`config.mk`:
```
export PLATFORM = sky130hd
export DESIGN_NAME = two_button_clock_set_controller_flat
export DESIGN_NICKNAME = d
export VERILOG_FILES = /design/src/sv/tbcs_pkg.sv /design/src/sv/tbcs_in_if.sv /design/src/sv/tbcs_out_if.sv /design/src/sv/tbcs_cfg_if.sv /design/src/sv/tbcs_cfg.sv /design/src/sv/tbcs_core.sv /design/src/sv/two_button_clock_set_controller.sv /design/src/flat_wrapper.sv
export SDC_FILE = /design/constraint.sdc
export NUM_CORES = 1
export LEC_CHECK = 0
export BUFFER_PORTS_ARGS = -buffer_cell sky130_fd_sc_hd__buf_2
export CORE_MARGIN = 2
export CORE_UTILIZATION = 35
export CTS_CLUSTER_DIAMETER = 40
export DETAILED_ROUTE_END_ITERATION = 8
export GPL_ROUTABILITY_DRIVEN = 0
export HOLD_SLACK_MARGIN = 0.02
export PLACE_DENSITY = 0.49
export SLEW_MARGIN = 0
export SYNTH_ARGS = -nofsm -noshare
export SYNTH_HDL_FRONTEND = slang
export SYNTH_SLANG_ARGS = --single-unit
```
`constraint.sdc`:
```
create_clock -name clk -period 7.8 [get_ports clk]
set_clock_uncertainty 0.05 [all_clocks]
set_input_delay 0.78 -clock clk [delete_from_list [all_inputs] [get_ports clk]]
set_output_delay 0.78 -clock clk [all_outputs]
set_load 0.005 [all_outputs]
```
`src/sv/tbcs_pkg.sv`:
```
`default_nettype none

package tbcs_pkg;

  localparam int HOUR_W   = 5;
  localparam int MINUTE_W = 6;
  localparam int SECOND_W = 6;
  localparam int YEAR_W   = 7;
  localparam int MONTH_W  = 4;
  localparam int DAY_W    = 5;
  localparam int CNT_W    = 12;
  localparam int CFG_IDX_W = 4;

  typedef enum logic [2:0] {
    MODE_CLOCK  = 3'd0,
    MODE_HOUR   = 3'd1,
    MODE_MINUTE = 3'd2,
    MODE_SECOND = 3'd3,
    MODE_DATE   = 3'd4,
    MODE_YEAR   = 3'd5,
    MODE_MONTH  = 3'd6,
    MODE_DAY    = 3'd7
  } mode_t;

  typedef enum logic [CFG_IDX_W-1:0] {
    CFG_LONG_PRESS      = 4'd0,
    CFG_REPEAT_DELAY    = 4'd1,
    CFG_REPEAT_INTERVAL = 4'd2,
    CFG_DATE_SHOW       = 4'd3
  } cfg_idx_t;

  typedef struct packed {
    logic [CNT_W-1:0] long_press_ticks;
    logic [CNT_W-1:0] repeat_delay_ticks;
    logic [CNT_W-1:0] repeat_interval_ticks;
    logic [CNT_W-1:0] date_show_ticks;
  } cfg_regs_t;

  typedef struct packed {
    logic                button_one;
    logic                button_two;
    logic                second_pulse;
    logic [HOUR_W-1:0]   clock_hour;
    logic [MINUTE_W-1:0] clock_minute;
    logic [SECOND_W-1:0] clock_second;
    logic [YEAR_W-1:0]   clock_year;
    logic [MONTH_W-1:0]  clock_month;
    logic [DAY_W-1:0]    clock_day;
  } in_item_t;

  typedef struct packed {
    mode_t               ui_mode;
    logic [HOUR_W-1:0]   shown_hour;
    logic [MINUTE_W-1:0] shown_minute;
    logic [SECOND_W-1:0] shown_second;
    logic [YEAR_W-1:0]   shown_year;
    logic [MONTH_W-1:0]  shown_month;
    logic [DAY_W-1:0]    shown_day;
    logic                format_24h;
    logic                blink_allowed;
    logic                save_time;
    logic                save_date;
  } out_item_t;

endpackage

`default_nettype wire

```
`src/sv/tbcs_in_if.sv`:
```
`default_nettype none

interface tbcs_in_if;
  import tbcs_pkg::*;

  logic                valid;
  logic                ready;
  logic                button_one;
  logic                button_two;
  logic                second_pulse;
  logic [HOUR_W-1:0]   clock_hour;
  logic [MINUTE_W-1:0] clock_minute;
  logic [SECOND_W-1:0] clock_second;
  logic [YEAR_W-1:0]   clock_year;
  logic [MONTH_W-1:0]  clock_month;
  logic [DAY_W-1:0]    clock_day;

  modport source (
    output valid, button_one, button_two, second_pulse, clock_hour, clock_minute,
           clock_second, clock_year, clock_month, clock_day,
    input  ready
  );

  modport sink (
    input  valid, button_one, button_two, second_pulse, clock_hour, clock_minute,
           clock_second, clock_year, clock_month, clock_day,
    output ready
  );
endinterface

`default_nettype wire

```
`src/sv/tbcs_out_if.sv`:
```
`default_nettype none

interface tbcs_out_if;
  import tbcs_pkg::*;

  logic                valid;
  logic                ready;
  logic [2:0]          ui_mode;
  logic [HOUR_W-1:0]   shown_hour;
  logic [MINUTE_W-1:0] shown_minute;
  logic [SECOND_W-1:0] shown_second;
  logic [YEAR_W-1:0]   shown_year;
  logic [MONTH_W-1:0]  shown_month;
  logic [DAY_W-1:0]    shown_day;
  logic                format_24h;
  logic                blink_allowed;
  logic                save_time;
  logic                save_date;

  modport source (
    output valid, ui_mode, shown_hour, shown_minute, shown_second, shown_year,
           shown_month, shown_day, format_24h, blink_allowed, save_time, save_date,
    input  ready
  );

  modport sink (
    input  valid, ui_mode, shown_hour, shown_minute, shown_second, shown_year,
           shown_month, shown_day, format_24h, blink_allowed, save_time, save_date,
    output ready
  );
endinterface

`default_nettype wire

```
`src/sv/tbcs_cfg_if.sv`:
```
`default_nettype none

interface tbcs_cfg_if;
  import tbcs_pkg::*;

  logic                 valid;
  logic                 ready;
  logic [CFG_IDX_W-1:0] index;
  logic [CNT_W-1:0]     data;

  modport source (output valid, index, data, input ready);
  modport sink   (input valid, index, data, output ready);
endinterface

`default_nettype wire

```
`src/sv/tbcs_cfg.sv`:
```
`default_nettype none

module tbcs_cfg (
  input  wire logic         clk,
  input  wire logic         rst_n,
  tbcs_cfg_if.sink          cfg_ch,
  output tbcs_pkg::cfg_regs_t regs
);
  import tbcs_pkg::*;

  cfg_regs_t regs_r;
  cfg_regs_t regs_nxt;

  assign cfg_ch.ready = 1'b1;
  assign regs = regs_r;

  always_comb begin
    regs_nxt = regs_r;
    if (cfg_ch.valid) begin
      unique case (cfg_ch.index)
        CFG_LONG_PRESS:      regs_nxt.long_press_ticks      = cfg_ch.data;
        CFG_REPEAT_DELAY:    regs_nxt.repeat_delay_ticks    = cfg_ch.data;
        CFG_REPEAT_INTERVAL: regs_nxt.repeat_interval_ticks = cfg_ch.data;
        CFG_DATE_SHOW:       regs_nxt.date_show_ticks       = cfg_ch.data;
        default: ;
      endcase
    end
  end

  always_ff @(posedge clk) begin
    if (!rst_n) begin
      regs_r.long_press_ticks      <= 12'd2000;
      regs_r.repeat_delay_ticks    <= 12'd500;
      regs_r.repeat_interval_ticks <= 12'd100;
      regs_r.date_show_ticks       <= 12'd2000;
    end else begin
      regs_r <= regs_nxt;
    end
  end

endmodule

`default_nettype wire

```
`src/sv/tbcs_core.sv`:
```
`default_nettype none

module tbcs_core (
  input  wire logic            clk,
  input  wire logic            rst_n,
  input  wire logic            step,
  input  tbcs_pkg::in_item_t   item,
  input  tbcs_pkg::cfg_regs_t  regs,
  output tbcs_pkg::out_item_t  res
);
  import tbcs_pkg::*;

  typedef struct packed {
    logic [HOUR_W-1:0]   hour;
    logic [MINUTE_W-1:0] minute;
    logic [SECOND_W-1:0] second;
    logic [YEAR_W-1:0]   year;
    logic [MONTH_W-1:0]  month;
    logic [DAY_W-1:0]    day;
  } fields_t;

  typedef struct packed {
    mode_t            ui_state;
    mode_t            prev_ui_state;
    logic             prev_one;
    logic             prev_two;
    logic [CNT_W-1:0] both_hold_count;
    logic [CNT_W-1:0] date_hold_count;
    logic [CNT_W-1:0] date_show_count;
    logic [CNT_W-1:0] two_hold_count;
    logic [CNT_W-1:0] repeat_count;
    logic             await_release;
    logic             skip_one_release;
    logic             skip_two_release;
    logic             is_format_24;
    logic             blink_flag;
    fields_t          f;
  } core_state_t;

  function automatic logic [DAY_W-1:0] month_days(input logic [MONTH_W-1:0] m,
                                                  input logic [YEAR_W-1:0] y);
    logic [DAY_W-1:0] d;
    case (m)
      4'd2:                      d = (y[1:0] == 2'd0) ? 5'd29 : 5'd28;
      4'd4, 4'd6, 4'd9, 4'd11:   d = 5'd30;
      default:                   d = 5'd31;
    endcase
    return d;
  endfunction

  // one increment of the field the mode edits, wrapping by compare-subtract
  function automatic fields_t bump_field(input mode_t m, input fields_t fi);
    fields_t          fo;
    logic [5:0]       th;
    logic [6:0]       tm;
    logic [6:0]       ts;
    logic [7:0]       ty;
    logic [MONTH_W-1:0] rm;
    logic [DAY_W-1:0] md;
    logic [DAY_W-1:0] rd;
    fo = fi;
    th = {1'b0, fi.hour} + 6'd1;
    tm = {1'b0, fi.minute} + 7'd1;
    ts = {1'b0, fi.second} + 7'd1;
    ty = {1'b0, fi.year} + 8'd1;
    rm = (fi.month >= 4'd12) ? fi.month - 4'd12 : fi.month;
    md = month_days(fi.month, fi.year);
    rd = (fi.day >= md) ? fi.day - md : fi.day;
    case (m)
      MODE_HOUR: begin
        if (th >= 6'd24) th = th - 6'd24;
        fo.hour = th[HOUR_W-1:0];
      end
      MODE_MINUTE: begin
        if (tm >= 7'd60) tm = tm - 7'd60;
        fo.minute = tm[MINUTE_W-1:0];
      end
      MODE_SECOND: begin
        if (ts >= 7'd60) ts = ts - 7'd60;
        fo.second = ts[SECOND_W-1:0];
      end
      MODE_YEAR: begin
        if (ty >= 8'd100) ty = ty - 8'd100;
        fo.year = ty[YEAR_W-1:0];
      end
      MODE_MONTH: fo.month = rm + 4'd1;
      MODE_DAY:   fo.day = rd + 5'd1;
      default: ;
    endcase
    return fo;
  endfunction

  core_state_t state_r;
  core_state_t state_nxt;
  logic        st;
  logic        sd;

  always_comb begin
    core_state_t      s;
    logic             b1;
    logic             b2;
    logic             frozen;
    logic [DAY_W-1:0] md;
    s      = state_r;
    b1     = item.button_one;
    b2     = item.button_two;
    frozen = 1'b0;
    st     = 1'b0;
    sd     = 1'b0;
    md     = '0;

    unique case (state_r.ui_state)
      MODE_CLOCK: begin
        if (b1 && b2 && s.prev_one && s.prev_two) begin
          s.both_hold_count = s.both_hold_count + 12'd1;
          if (s.both_hold_count >= regs.long_press_ticks) begin
            s.ui_state         = MODE_HOUR;
            s.both_hold_count  = '0;
            s.await_release    = 1'b1;
            s.skip_one_release = 1'b1;
            s.skip_two_release = 1'b1;
            s.f.hour   = item.clock_hour;
            s.f.minute = item.clock_minute;
            s.f.second = item.clock_second;
          end
        end else begin
          s.both_hold_count = '0;
          if (!b1 && s.prev_one && !b2) s.is_format_24 = ~s.is_format_24;
          if (!b2 && s.prev_two && !b1) begin
            s.ui_state        = MODE_DATE;
            s.date_show_count = regs.date_show_ticks;
            s.f.year  = item.clock_year;
            s.f.month = item.clock_month;
            s.f.day   = item.clock_day;
          end
        end
      end
      MODE_DATE: begin
        if (b2 && s.prev_two) begin
          s.date_hold_count = s.date_hold_count + 12'd1;
          if (s.date_hold_count >= regs.long_press_ticks) begin
            s.ui_state         = MODE_YEAR;
            s.date_hold_count  = '0;
            s.await_release    = 1'b1;
            s.skip_one_release = 1'b1;
            s.skip_two_release = 1'b1;
            s.f.year  = item.clock_year;
            s.f.month = item.clock_month;
            s.f.day   = item.clock_day;
          end
        end else begin
          s.date_hold_count = '0;
        end
        if (!b2 && !s.prev_two) begin
          if (s.date_show_count != '0) s.date_show_count = s.date_show_count - 12'd1;
          if (s.date_show_count == '0) s.ui_state = MODE_CLOCK;
        end
      end
      default: begin
        if (s.await_release) begin
          // hold the edge history until both buttons are up
          if (!b1 && !b2) s.await_release = 1'b0;
          frozen = 1'b1;
        end else begin
          if (!b1 && s.prev_one && !s.skip_one_release) begin
            if (s.ui_state == MODE_SECOND || s.ui_state == MODE_DAY) begin
              if (s.prev_ui_state >= MODE_HOUR && s.prev_ui_state <= MODE_SECOND) begin
                if (s.f.hour > 5'd23)   s.f.hour = '0;
                if (s.f.minute > 6'd59) s.f.minute = '0;
                if (s.f.second > 6'd59) s.f.second = '0;
                st = 1'b1;
              end else if (s.prev_ui_state >= MODE_YEAR) begin
                if (s.f.year > 7'd99) s.f.year = '0;
                if (s.f.month < 4'd1 || s.f.month > 4'd12) s.f.month = 4'd1;
                md = month_days(s.f.month, s.f.year);
                if (s.f.day < 5'd1 || s.f.day > md) s.f.day = md;
                sd = 1'b1;
              end
              s.ui_state         = MODE_CLOCK;
              s.await_release    = 1'b1;
              s.skip_one_release = 1'b1;
              s.skip_two_release = 1'b1;
            end else begin
              s.ui_state = mode_t'(s.ui_state + 3'd1);
            end
            s.two_hold_count = '0;
          end
          if (!b1 && s.prev_one) s.skip_one_release = 1'b0;

          if (!s.await_release) begin
            if (!b2 && s.prev_two && !s.skip_two_release) s.f = bump_field(s.ui_state, s.f);
            if (b2) begin
              if (s.two_hold_count != {CNT_W{1'b1}}) s.two_hold_count = s.two_hold_count + 12'd1;
              if (s.two_hold_count >= regs.repeat_delay_ticks) begin
                s.repeat_count = s.repeat_count + 12'd1;
                if (s.repeat_count >= regs.repeat_interval_ticks) begin
                  s.f = bump_field(s.ui_state, s.f);
                  s.repeat_count = '0;
                end
              end
            end else begin
              s.two_hold_count = '0;
              s.repeat_count   = '0;
            end
            if (!b2 && s.prev_two) s.skip_two_release = 1'b0;
          end
          s.blink_flag = !b2 && (s.two_hold_count < regs.repeat_delay_ticks);
        end
      end
    endcase

    if (!frozen) begin
      s.prev_one      = b1;
      s.prev_two      = b2;
      s.prev_ui_state = s.ui_state;
    end

    // track the chip time only while the display is in normal mode
    if (item.second_pulse && s.ui_state == MODE_CLOCK && !st && !sd) begin
      s.f.hour   = item.clock_hour;
      s.f.minute = item.clock_minute;
      s.f.second = item.clock_second;
    end

    state_nxt = s;
  end

  always_comb begin
    res.ui_mode       = state_nxt.ui_state;
    res.shown_hour    = state_nxt.f.hour;
    res.shown_minute  = state_nxt.f.minute;
    res.shown_second  = state_nxt.f.second;
    res.shown_year    = state_nxt.f.year;
    res.shown_month   = state_nxt.f.month;
    res.shown_day     = state_nxt.f.day;
    res.format_24h    = state_nxt.is_format_24;
    res.blink_allowed = state_nxt.blink_flag;
    res.save_time     = st;
    res.save_date     = sd;
  end

  always_ff @(posedge clk) begin
    if (!rst_n) begin
      state_r.ui_state         <= MODE_CLOCK;
      state_r.prev_ui_state    <= MODE_CLOCK;
      state_r.prev_one         <= 1'b0;
      state_r.prev_two         <= 1'b0;
      state_r.both_hold_count  <= '0;
      state_r.date_hold_count  <= '0;
      state_r.date_show_count  <= '0;
      state_r.two_hold_count   <= '0;
      state_r.repeat_count     <= '0;
      state_r.await_release    <= 1'b0;
      state_r.skip_one_release <= 1'b0;
      state_r.skip_two_release <= 1'b0;
      state_r.is_format_24     <= 1'b1;
      state_r.blink_flag       <= 1'b1;
      state_r.f.hour           <= 5'd12;
      state_r.f.minute         <= 6'd34;
      state_r.f.second         <= 6'd36;
      state_r.f.year           <= 7'd25;
      state_r.f.month          <= 4'd6;
      state_r.f.day            <= 5'd9;
    end else if (step) begin
      state_r <= state_nxt;
    end
  end

  a_single_save: assert property (@(posedge clk) disable iff (!rst_n)
    step |-> !(res.save_time && res.save_date))
    else $error("time and date saved on the same tick");

  a_save_returns_normal: assert property (@(posedge clk) disable iff (!rst_n)
    step && (res.save_time || res.save_date)
      |=> state_r.ui_state == MODE_CLOCK && state_r.await_release)
    else $error("save did not return to normal mode awaiting release");

  a_frozen_history: assert property (@(posedge clk) disable iff (!rst_n)
    step && state_r.await_release && item.button_one
      && state_r.ui_state != MODE_CLOCK && state_r.ui_state != MODE_DATE
      |=> $stable(state_r.prev_one) && $stable(state_r.prev_two)
          && $stable(state_r.prev_ui_state))
    else $error("edge history moved while awaiting release");

  a_stall_holds: assert property (@(posedge clk) disable iff (!rst_n)
    !step |=> $stable(state_r))
    else $error("state changed without an item");

endmodule

`default_nettype wire

```
`src/sv/two_button_clock_set_controller.sv`:
```
`default_nettype none
// Channel   | Role  | Handshake        | Payload
// in_ch     | sink  | valid/ready      | button levels, second pulse, chip time and date
// out_ch    | source| valid/ready      | mode, shown time and date, format, blink, saves
// cfg_ch    | sink  | valid/ready      | register index, 12-bit write data
//
// Each tick request is registered in the input register and then in the
// result register; one request per cycle is sustained while out_ch is not stalled.
// The step logic between the two registers sets the clock period.
// A stalled result register holds its request; the input register takes a
// new request only while it is empty and holds it until the result register frees.
// Synchronous active-low reset restores the documented time, date and thresholds.
module two_button_clock_set_controller (
  input  wire logic  clk,
  input  wire logic  rst_n,
  tbcs_in_if.sink    in_ch,
  tbcs_out_if.source out_ch,
  tbcs_cfg_if.sink   cfg_ch
);
  import tbcs_pkg::*;

  cfg_regs_t regs;
  in_item_t  in_item_r;
  logic      in_v_r;
  out_item_t out_item_r;
  out_item_t res;
  logic      out_v_r;
  logic      advance;

  // advance the held request once the result register can take it
  assign advance     = in_v_r && (!out_v_r || out_ch.ready);
  assign in_ch.ready = !in_v_r || advance;

  tbcs_cfg u_cfg (
    .clk    (clk),
    .rst_n  (rst_n),
    .cfg_ch (cfg_ch),
    .regs   (regs)
  );

  tbcs_core u_core (
    .clk   (clk),
    .rst_n (rst_n),
    .step  (advance),
    .item  (in_item_r),
    .regs  (regs),
    .res   (res)
  );

  always_ff @(posedge clk) begin
    if (!rst_n) begin
      in_v_r <= 1'b0;
    end else if (in_ch.ready) begin
      in_v_r <= in_ch.valid;
    end
  end

  always_ff @(posedge clk) begin
    if (in_ch.ready && in_ch.valid) begin
      in_item_r.button_one   <= in_ch.button_one;
      in_item_r.button_two   <= in_ch.button_two;
      in_item_r.second_pulse <= in_ch.second_pulse;
      in_item_r.clock_hour   <= in_ch.clock_hour;
      in_item_r.clock_minute <= in_ch.clock_minute;
      in_item_r.clock_second <= in_ch.clock_second;
      in_item_r.clock_year   <= in_ch.clock_year;
      in_item_r.clock_month  <= in_ch.clock_month;
      in_item_r.clock_day    <= in_ch.clock_day;
    end
  end

  always_ff @(posedge clk) begin
    if (!rst_n) begin
      out_v_r <= 1'b0;
    end else if (advance) begin
      out_v_r <= 1'b1;
    end else if (out_ch.ready) begin
      out_v_r <= 1'b0;
    end
  end

  always_ff @(posedge clk) begin
    if (advance) begin
      out_item_r <= res;
    end
  end

  assign out_ch.valid         = out_v_r;
  assign out_ch.ui_mode       = out_item_r.ui_mode;
  assign out_ch.shown_hour    = out_item_r.shown_hour;
  assign out_ch.shown_minute  = out_item_r.shown_minute;
  assign out_ch.shown_second  = out_item_r.shown_second;
  assign out_ch.shown_year    = out_item_r.shown_year;
  assign out_ch.shown_month   = out_item_r.shown_month;
  assign out_ch.shown_day     = out_item_r.shown_day;
  assign out_ch.format_24h    = out_item_r.format_24h;
  assign out_ch.blink_allowed = out_item_r.blink_allowed;
  assign out_ch.save_time     = out_item_r.save_time;
  assign out_ch.save_date     = out_item_r.save_date;

endmodule

`default_nettype wire
```
`src/flat_wrapper.sv`:
```
// flat-port wrapper written by rule: the top's interface ports become plain ports
module two_button_clock_set_controller_flat import tbcs_pkg::*;
  (clk, rst_n, in_ch_valid, in_ch_button_one, in_ch_button_two, in_ch_second_pulse, in_ch_clock_hour, in_ch_clock_minute, in_ch_clock_second, in_ch_clock_year, in_ch_clock_month, in_ch_clock_day, in_ch_ready, out_ch_valid, out_ch_ui_mode, out_ch_shown_hour, out_ch_shown_minute, out_ch_shown_second, out_ch_shown_year, out_ch_shown_month, out_ch_shown_day, out_ch_format_24h, out_ch_blink_allowed, out_ch_save_time, out_ch_save_date, out_ch_ready, cfg_ch_valid, cfg_ch_index, cfg_ch_data, cfg_ch_ready);
  tbcs_in_if in_ch_i ();
  tbcs_out_if out_ch_i ();
  tbcs_cfg_if cfg_ch_i ();
  input  wire logic clk;
  input  wire logic rst_n;
  input wire logic [$bits(in_ch_i.valid)-1:0] in_ch_valid;
  input wire logic [$bits(in_ch_i.button_one)-1:0] in_ch_button_one;
  input wire logic [$bits(in_ch_i.button_two)-1:0] in_ch_button_two;
  input wire logic [$bits(in_ch_i.second_pulse)-1:0] in_ch_second_pulse;
  input wire logic [$bits(in_ch_i.clock_hour)-1:0] in_ch_clock_hour;
  input wire logic [$bits(in_ch_i.clock_minute)-1:0] in_ch_clock_minute;
  input wire logic [$bits(in_ch_i.clock_second)-1:0] in_ch_clock_second;
  input wire logic [$bits(in_ch_i.clock_year)-1:0] in_ch_clock_year;
  input wire logic [$bits(in_ch_i.clock_month)-1:0] in_ch_clock_month;
  input wire logic [$bits(in_ch_i.clock_day)-1:0] in_ch_clock_day;
  output wire logic [$bits(in_ch_i.ready)-1:0] in_ch_ready;
  output wire logic [$bits(out_ch_i.valid)-1:0] out_ch_valid;
  output wire logic [$bits(out_ch_i.ui_mode)-1:0] out_ch_ui_mode;
  output wire logic [$bits(out_ch_i.shown_hour)-1:0] out_ch_shown_hour;
  output wire logic [$bits(out_ch_i.shown_minute)-1:0] out_ch_shown_minute;
  output wire logic [$bits(out_ch_i.shown_second)-1:0] out_ch_shown_second;
  output wire logic [$bits(out_ch_i.shown_year)-1:0] out_ch_shown_year;
  output wire logic [$bits(out_ch_i.shown_month)-1:0] out_ch_shown_month;
  output wire logic [$bits(out_ch_i.shown_day)-1:0] out_ch_shown_day;
  output wire logic [$bits(out_ch_i.format_24h)-1:0] out_ch_format_24h;
  output wire logic [$bits(out_ch_i.blink_allowed)-1:0] out_ch_blink_allowed;
  output wire logic [$bits(out_ch_i.save_time)-1:0] out_ch_save_time;
  output wire logic [$bits(out_ch_i.save_date)-1:0] out_ch_save_date;
  input wire logic [$bits(out_ch_i.ready)-1:0] out_ch_ready;
  input wire logic [$bits(cfg_ch_i.valid)-1:0] cfg_ch_valid;
  input wire logic [$bits(cfg_ch_i.index)-1:0] cfg_ch_index;
  input wire logic [$bits(cfg_ch_i.data)-1:0] cfg_ch_data;
  output wire logic [$bits(cfg_ch_i.ready)-1:0] cfg_ch_ready;
  assign in_ch_i.valid = in_ch_valid;
  assign in_ch_i.button_one = in_ch_button_one;
  assign in_ch_i.button_two = in_ch_button_two;
  assign in_ch_i.second_pulse = in_ch_second_pulse;
  assign in_ch_i.clock_hour = in_ch_clock_hour;
  assign in_ch_i.clock_minute = in_ch_clock_minute;
  assign in_ch_i.clock_second = in_ch_clock_second;
  assign in_ch_i.clock_year = in_ch_clock_year;
  assign in_ch_i.clock_month = in_ch_clock_month;
  assign in_ch_i.clock_day = in_ch_clock_day;
  assign in_ch_ready = in_ch_i.ready;
  assign out_ch_valid = out_ch_i.valid;
  assign out_ch_ui_mode = out_ch_i.ui_mode;
  assign out_ch_shown_hour = out_ch_i.shown_hour;
  assign out_ch_shown_minute = out_ch_i.shown_minute;
  assign out_ch_shown_second = out_ch_i.shown_second;
  assign out_ch_shown_year = out_ch_i.shown_year;
  assign out_ch_shown_month = out_ch_i.shown_month;
  assign out_ch_shown_day = out_ch_i.shown_day;
  assign out_ch_format_24h = out_ch_i.format_24h;
  assign out_ch_blink_allowed = out_ch_i.blink_allowed;
  assign out_ch_save_time = out_ch_i.save_time;
  assign out_ch_save_date = out_ch_i.save_date;
  assign out_ch_i.ready = out_ch_ready;
  assign cfg_ch_i.valid = cfg_ch_valid;
  assign cfg_ch_i.index = cfg_ch_index;
  assign cfg_ch_i.data = cfg_ch_data;
  assign cfg_ch_ready = cfg_ch_i.ready;
  two_button_clock_set_controller u_core (.clk(clk), .rst_n(rst_n), .in_ch(in_ch_i), .out_ch(out_ch_i), .cfg_ch(cfg_ch_i));
endmodule
```
==> results of run 1 <==
## power by group through the flow
stage	Sequential, mW	Clock, mW	Combinational (mW)
after CTS	1.34	2.14	0.418
after global routing	1.35	2.19	0.463
after floorplan	1.34	0	0.293
final	1.34	2.08	0.418
after global placement	1.37	0	0.413
after detailed placement	1.37	0	0.415
## flip-flops by register name (all words and copies together), names as in the netlist, 3 cells and up
name / cells
u_core.in_item_r: 36
u_core.out_ch.shown_day: 5
u_core.out_ch.shown_hour: 5
u_core.out_ch.shown_minute: 6
u_core.out_ch.shown_month: 4
u_core.out_ch.shown_second: 6
u_core.out_ch.shown_year: 7
u_core.out_ch.ui_mode: 3
u_core.u_cfg.regs: 48
u_core.u_core.state_r: 106
## per-layer routing
metal	global-route usage [%]	wire length, um	share of wire (%)	up-vias
li1	-	-	-	7618
met3	3.19	2990	5.7	120
met1	28.8	24500	47	7294
met2	32.7	23000	44	486
met4	9.29	1980	3.8	0
met5	0	0	0	-
## area by class of cell
class | instances | area, um2 | share of cell area (%)
Sequential cell | 232 | 5410 | 27.9
Inverter | 81 | 307 | 1.58
Clock buffer | 58 | 1320 | 6.81
Clock inverter | 32 | 338 | 1.74
Tap cell | 615 | 769 | 3.97
Timing Repair Buffer | 127 | 708 | 3.65
Multi-Input combinational cell | 1602 | 10500 | 54.4
## stage by stage
| step | setup slack [ps] | instances | area [um2] | hold slack, ps | utilization [%] |
|---|---|---|---|---|---|
| after floorplan | 1820 | 2036 | 16700 | 383 | - |
| after global placement | 1220 | 2657 | 17700 | 391 | 37.4 |
| after detailed placement | 1020 | 2657 | 17700 | 394 | 37.4 |
| after CTS | 1000 | 2747 | 19400 | 291 | 40.9 |
| after global routing | 344 | 2747 | 19400 | 311 | 40.9 |
| final | 917 | 2747 | 19400 | 320 | 40.9 |
## critical path, delay by kind of cell (launching register included)
| kind | cells | cell delay, ps |
|---|---|---|
| AO/OA/AOI/OAI | 5 | 1450 |
| XOR/XNOR | 2 | 520 |
| adder cells (fa/ha/maj) | 4 | 1090 |
| buffers and inverters | 3 | 350 |
| flip-flops | 1 | 540 |
| AND/OR/NAND/NOR | 10 | 2620 |
## cell families after synthesis
family          count (synthesis)  share of synthesized area (%)
simple gates                  802                           23.6
fa+ha+maj                     108                           8.16
flops                         232                           32.3
other cells                     1                         0.0224
mux                            54                           3.54
xor+xnor                       70                           3.71
buf+inv                       202                           4.89
compound gates                567                           23.8
## worst max-delay path by stage
stage | startpoint | end | slack, ps | depth (start not counted)
5_1_grt | u_core.u_core.state_r[8] | u_core.out_ch.shown_day[4] | 340 | 29
3_3_place_gp | u_core.u_core.state_r[8] | u_core.out_ch.shown_day[4] | 1220 | 27
4_1_cts | u_core.u_core.state_r[103] | u_core.out_ch.shown_year[3] | 1000 | 24
2_1_floorplan | u_core.in_item_r[35] | u_core.out_ch.shown_year[4] | 1820 | 27
6_report | u_core.u_core.state_r[103] | u_core.out_ch.shown_year[4] | 920 | 24
3_5_place_dp | u_core.u_core.state_r[103] | u_core.out_ch.shown_year[2] | 1020 | 24
## cells in the final DEF (no fill, tap or decap), drive strengths merged, types with 20 or more instances in the layout
cell,count
and2,40
nand3,82
edfxtp,76
nand2,245
nor3,47
mux2i,46
a21o,24
nor2,197
and3,38
xnor2,36
o211ai,34
buf,127
a21oi,144
nand2b,20
nor4,23
xor2,34
ha,105
o21a,20
clkbuf,58
o21ai,119
inv,86
dfxtp,156
==> results by group, run 1 <==
Logic synthesis
  • Count leader, synth: nand2_1
  • Sequential area share after synthesis: about 32%
  • Largest area contributor in the netlist: dfxtp_1
  • Area of the mapped netlist: 16700 um2
  • #FFs+latches synth: 232
  • Synth top area share: about a fifth
  • Ys async rst share: 0%
  • Post-synth EDFFs: between 70 and 80
  • Yosys cell types: around 120
  • Area contributors post-synth: dfxtp_1, edfxtp_1, ha_1, nand2_1, nor2_1
  • Mean Syn Cell Area: between 8 and 9 um2
  • Yosys warnings: 0
  • Post-synth top cells: nand2_1, nor2_1, dfxtp_1, a21oi_1, o21ai_0
  • Primary FF master, synth: dfxtp_1
  • Cells after synthesis: a little over 2000
  • Syn_nets: between 2000 and 2500

STA
  • Crit share post-route: about 88%
  • Setup Total Neg Slack: 0 ps
  • Slew HR: roughly a quarter
  • Clock period minus worst slack: 6880 ps
  • Final setup vio count: 0
  • Hold Fails Final Rpt: 0
  • RSZ-0062 raised after global routing: false
  • F_max: 145 MHz
  • Worst Tran Pin Value: around 1100 ps
  • Final-report max-slew violation count: 0

Clock tree
  • CTS H-tree depth: 2
  • CTS Hold Bufs: 0
  • Clock Path Buffers: 3
  • Worst skew pair latency: 580 ps
  • Clock buffer count from CTS: slightly below 50
  • Sink Count: 232
  • Post-CTS sizing: 0
  • Root buffer cell: clkbuf_16
  • CTS tree: done
  • Clk slew on worst S/H paths: ~50 ps
  • Setup repair bufs after CTS: 0

Min path
  • Hold Path Origin: in_ch_clock_month[2]
  • Hold path endpoint: u_core.in_item_r[7]
  • Hold Path Stages: 1
  • Hold Path Class: in -> reg

Run status
  • Status: finished clean

Global route
  • First-pass GRT wire length: 83.5 mm
  • Vias in the first global route: about 15000
  • Total Routing Usage GR: a little over a fifth
  • Initial antenna violation count: 1
  • Largest net degree at the start of global routing: 68
  • Remaining global-route overflow: 0

Floorplanning
  • Num rows: 80
  • Die area: 49500 um2
  • Die Y: roughly 220 um
  • IO Count: 100
  • Die Width: 223 um
  • Initial Utilization: approximately a third
  • Core area: between 40000 and 50000 um2

Setup path
  • CP max stage cell: or4_4
  • Worst R2R Setup Slack: slightly above 900 ps
  • Max stage delay on crit path: roughly 600 ps
  • Capture point of the worst reg-to-reg path: u_core.out_ch.shown_year[4]
  • Reg2reg path depth: 24
  • CP endpoint kind: flop
  • Kind of critical path: reg -> reg
  • R2R Path Start: u_core.u_core.state_r[103]
  • Crit-path cells: ha_1 > nand4bb_1 > or3_1 > nand2_1 > inv_1 > ha_1 > xnor2_1 > clkinv_1 > ha_1 > o211ai_1 > nand3_2 > a32oi_1 > nand3_2 > or4_4 > inv_1 > ha_1 > nand2_1 > a211o_1 > nor4_2 > a2bb2oi_4 > nand3_1 > xor2_1 > a221oi_2 > nand2_1
  • Max Fanout on Critical Path: 14
  • CP startpoint kind: flop
  • WP data required: a little over 8000 ps
  • Critical path data arrival time: between 7000 and 8000 ps
  • CP most frequent cell: ha_1

Drt
  • DRC Markers: 0
  • WL per Instance: around 19 um
  • DRT Pass-1 Iters: 6
  • First DRT Iteration DRCs: around 1100
  • Vias post-DR: roughly 16000
  • Vias per std cell: approximately 5.6
  • Wirelength, routed: roughly 52 mm
  • Final ANT Viol Nets: 0

Power
  • Combinational power share: between 10% and 20%
  • Worst VDD drop: 0.141 mV
  • Sw frac: 27.3%
  • PwrDens: around 200 nW/um2
  • Clk pwr share: approximately 54%
  • Internal power: 2.80 mW
  • Register share of total power: between 30% and 40%
  • P_sw: roughly 1.0 mW
  • Overall power: slightly below 4 mW
  • Static leakage: 7.76 nW

Placement
  • Port Buffers: a little under 100
  • Post-DP HPWL: roughly 37 mm

Flow run
  • Max Cap Viol: 0

Finish
  • Synthesis-to-finish area growth: 15.9%
  • Final net count: roughly 2300
  • Filler cells: roughly 4800
  • Antenna cells: 0
  • Share of cells above drive strength 1: 13.7%
Note: power is estimated with default switching activity, not from simulation.
==> run 2, diff against run 1 <==
--- a/config.mk
+++ b/config.mk
@@ -6,7 +6,6 @@
 export NUM_CORES = 1
 export LEC_CHECK = 0
 export BUFFER_PORTS_ARGS = -buffer_cell sky130_fd_sc_hd__buf_2
-export CORE_MARGIN = 2
 export CORE_UTILIZATION = 35
 export CTS_CLUSTER_DIAMETER = 40
 export DETAILED_ROUTE_END_ITERATION = 8
==> constraint.sdc (replaced) <==
create_clock -name clk -period 7.4 [get_ports clk]
set_clock_uncertainty 0.05 [all_clocks]
set_input_delay 0.74 -clock clk [delete_from_list [all_inputs] [get_ports clk]]
set_output_delay 0.74 -clock clk [all_outputs]
set_load 0.005 [all_outputs]
==> results by group, run 2 (synthesized netlist as in run 1, its figures left out) <==
Run status
  • Status: finished with violations
  • Failing checks: design-rule violations

Clock tree
  • Root buffer cell: clkbuf_16
  • Post-CTS sizing: 0
  • CTS tree: done
  • Clock Path Buffers: 3
  • Clock buffer count from CTS: 47
  • Setup repair bufs after CTS: 0
  • Worst skew pair latency: 590 ps
  • Clk slew on worst S/H paths: roughly 50 ps
  • CTS Hold Bufs: 0
  • CTS H-tree depth: 2
  • Sink Count: between 200 and 250

Floorplanning
  • Die Width: 221 um
  • Num rows: 79
  • IO Count: 100
  • Initial Utilization: between 30% and 40%
  • Core area: 46900 um2
  • Die area: 48700 um2
  • Die Y: 221 um

Placement
  • Place WS: 615 ps
  • Post-DP HPWL: 36.4 mm
  • Port Buffers: 98

Global route
  • Total Routing Usage GR: 21.5%
  • Largest net degree at the start of global routing: 64
  • Remaining global-route overflow: 0
  • Initial antenna violation count: 2
  • Vias in the first global route: 14779
  • First-pass GRT wire length: slightly above 80 mm

STA
  • Slew HR: between 20% and 30%
  • Setup Total Neg Slack: 0 ps
  • Worst Tran Pin Value: around 1200 ps
  • F_max: around 150 MHz
  • Clock period minus worst slack: 6800 ps
  • RSZ-0062 raised after global routing: false
  • Final setup vio count: 0
  • Crit share post-route: approximately nine tenths
  • Fin worst setup slack: about 600 ps
  • Final-report max-slew violation count: 0
  • Hold Fails Final Rpt: 0

Setup path
  • CP startpoint kind: flop
  • Critical path data arrival time: around 7300 ps
  • Max Fanout on Critical Path: 14
  • Max stage delay on crit path: 580 ps
  • CP most frequent cell: ha_1
  • CP top delay family: simple AND/OR/NAND/NOR gates
  • Kind of critical path: reg -> reg
  • CP endpoint kind: flop
  • WP data required: roughly 8000 ps
  • Critical path buffers and inverters: 3
  • CP max stage cell: and4bb_2

Finish
  • Share of cells above drive strength 1: between 10% and 20%
  • Final net count: roughly 2300
  • Multi-input gate area: 10500 um2
  • Synthesis-to-finish area growth: 15.4%
  • Max reg flops: 106
  • Antenna cells: 0
  • Sequential standard cell area: around 5400 um2
  • Most frequent cells in the layout: nand2_1, nor2_1, dfxtp_1
  • Commonest non-fill, non-tap cell in the layout: nand2_1
  • Filler cells: 4761
  • Largest reg by FF count: u_core.u_core.state_r

Drt
  • Vias post-DR: 15478
  • WL per Instance: approximately 19 um
  • DRC Markers: 2
  • Vias per std cell: roughly 5.7
  • Wirelength, routed: roughly 52 mm
  • Final ANT Viol Nets: 0
  • First DRT Iteration DRCs: 1231
  • DRT Pass-1 Iters: 9

Power
  • Static leakage: between 7 and 8 nW
  • Worst VDD drop: between 0.1 and 0.15 mV
  • PwrDens: 207 nW/um2

Min path
  • Hold Path Class: in -> reg

Flow run
  • Max Cap Viol: 0
==> run 2: changes by cell type in the layout (fill, tap and decap cells not counted), moves of 2 or more <==
cell / previous run / this run
clkbuf_8: 6 / 0
clkinvlp_4: 6 / 9
clkbuf_1: 3 / 5
inv_6: 7 / 11
clkinv_2: 9 / 3
clkbuf_16: 49 / 47
==> run 2: final cells by class <==
type,instances,share of cell area [%]
multi-input cells,1602,54.6
flip-flops and latches,232,28.0
clock buffers,52,6.19
well taps,607,3.93
repair buffers,126,3.63
clock inverters,36,2.11
inverters,81,1.59
==> run 2: report_power, final <==
part	internal (mW)	switching [mW]	total [mW]
registers	1.37	0.0468	1.42
clock network	1.34	0.804	2.14
logic	0.155	0.283	0.438
==> run 2: through the flow <==
stage	utilization, %	cell area, um2	hold WS (ps)	power, mW	instances
2_1_floorplan	-	16700	383	1.72	2036
3_3_place_gp	37.7	17700	397	1.87	2645
3_5_place_dp	37.7	17700	405	1.88	2645
4_1_cts	41.2	19300	237	4.05	2733
5_1_grt	41.2	19300	246	4.16	2736
6_report	41.2	19300	273	3.99	2736
==> run 2: final timing paths <==
path	cells past startpoint	from	to	slack, ps
setup / recovery	26	u_core.u_core.state_r[103]	u_core.u_core.state_r[25]	600
hold reg to reg	2	u_core.u_cfg.regs[41]	u_core.u_cfg.regs[41]	410
setup reg to reg	26	u_core.u_core.state_r[103]	u_core.u_core.state_r[25]	600
hold / removal	1	in_ch_clock_minute[1]	u_core.in_item_r[23]	270
==> run 2: layer usage <==
layer	vias to the layer above	global-route usage (%)	share of wire [%]
met1	7366	29.2	48
li1	7616	-	-
met4	2	6.83	2.8
met3	94	3.74	4.8
met5	-	0	0.025
met2	400	34.3	45
==> run 2: worst register-to-register path: stages (launching register included) <==
cell,delay (ps)
dfxtp_1,530
ha_1,330
and4bb_2,580
nand3_1,430
and2_1,320
ha_1,300
inv_1,180
xnor2_1,100
ha_1,180
inv_1,70
a21oi_1,50
or2_2,320
o31a_1,290
mux2_2,300
or2_2,330
xnor2_1,240
inv_1,70
ha_1,230
and2_1,220
a2111oi_0,350
a2111oi_0,120
a311oi_1,250
a211o_1,190
nand2_1,90
mux2i_1,130
a211o_1,320
a31oi_1,150
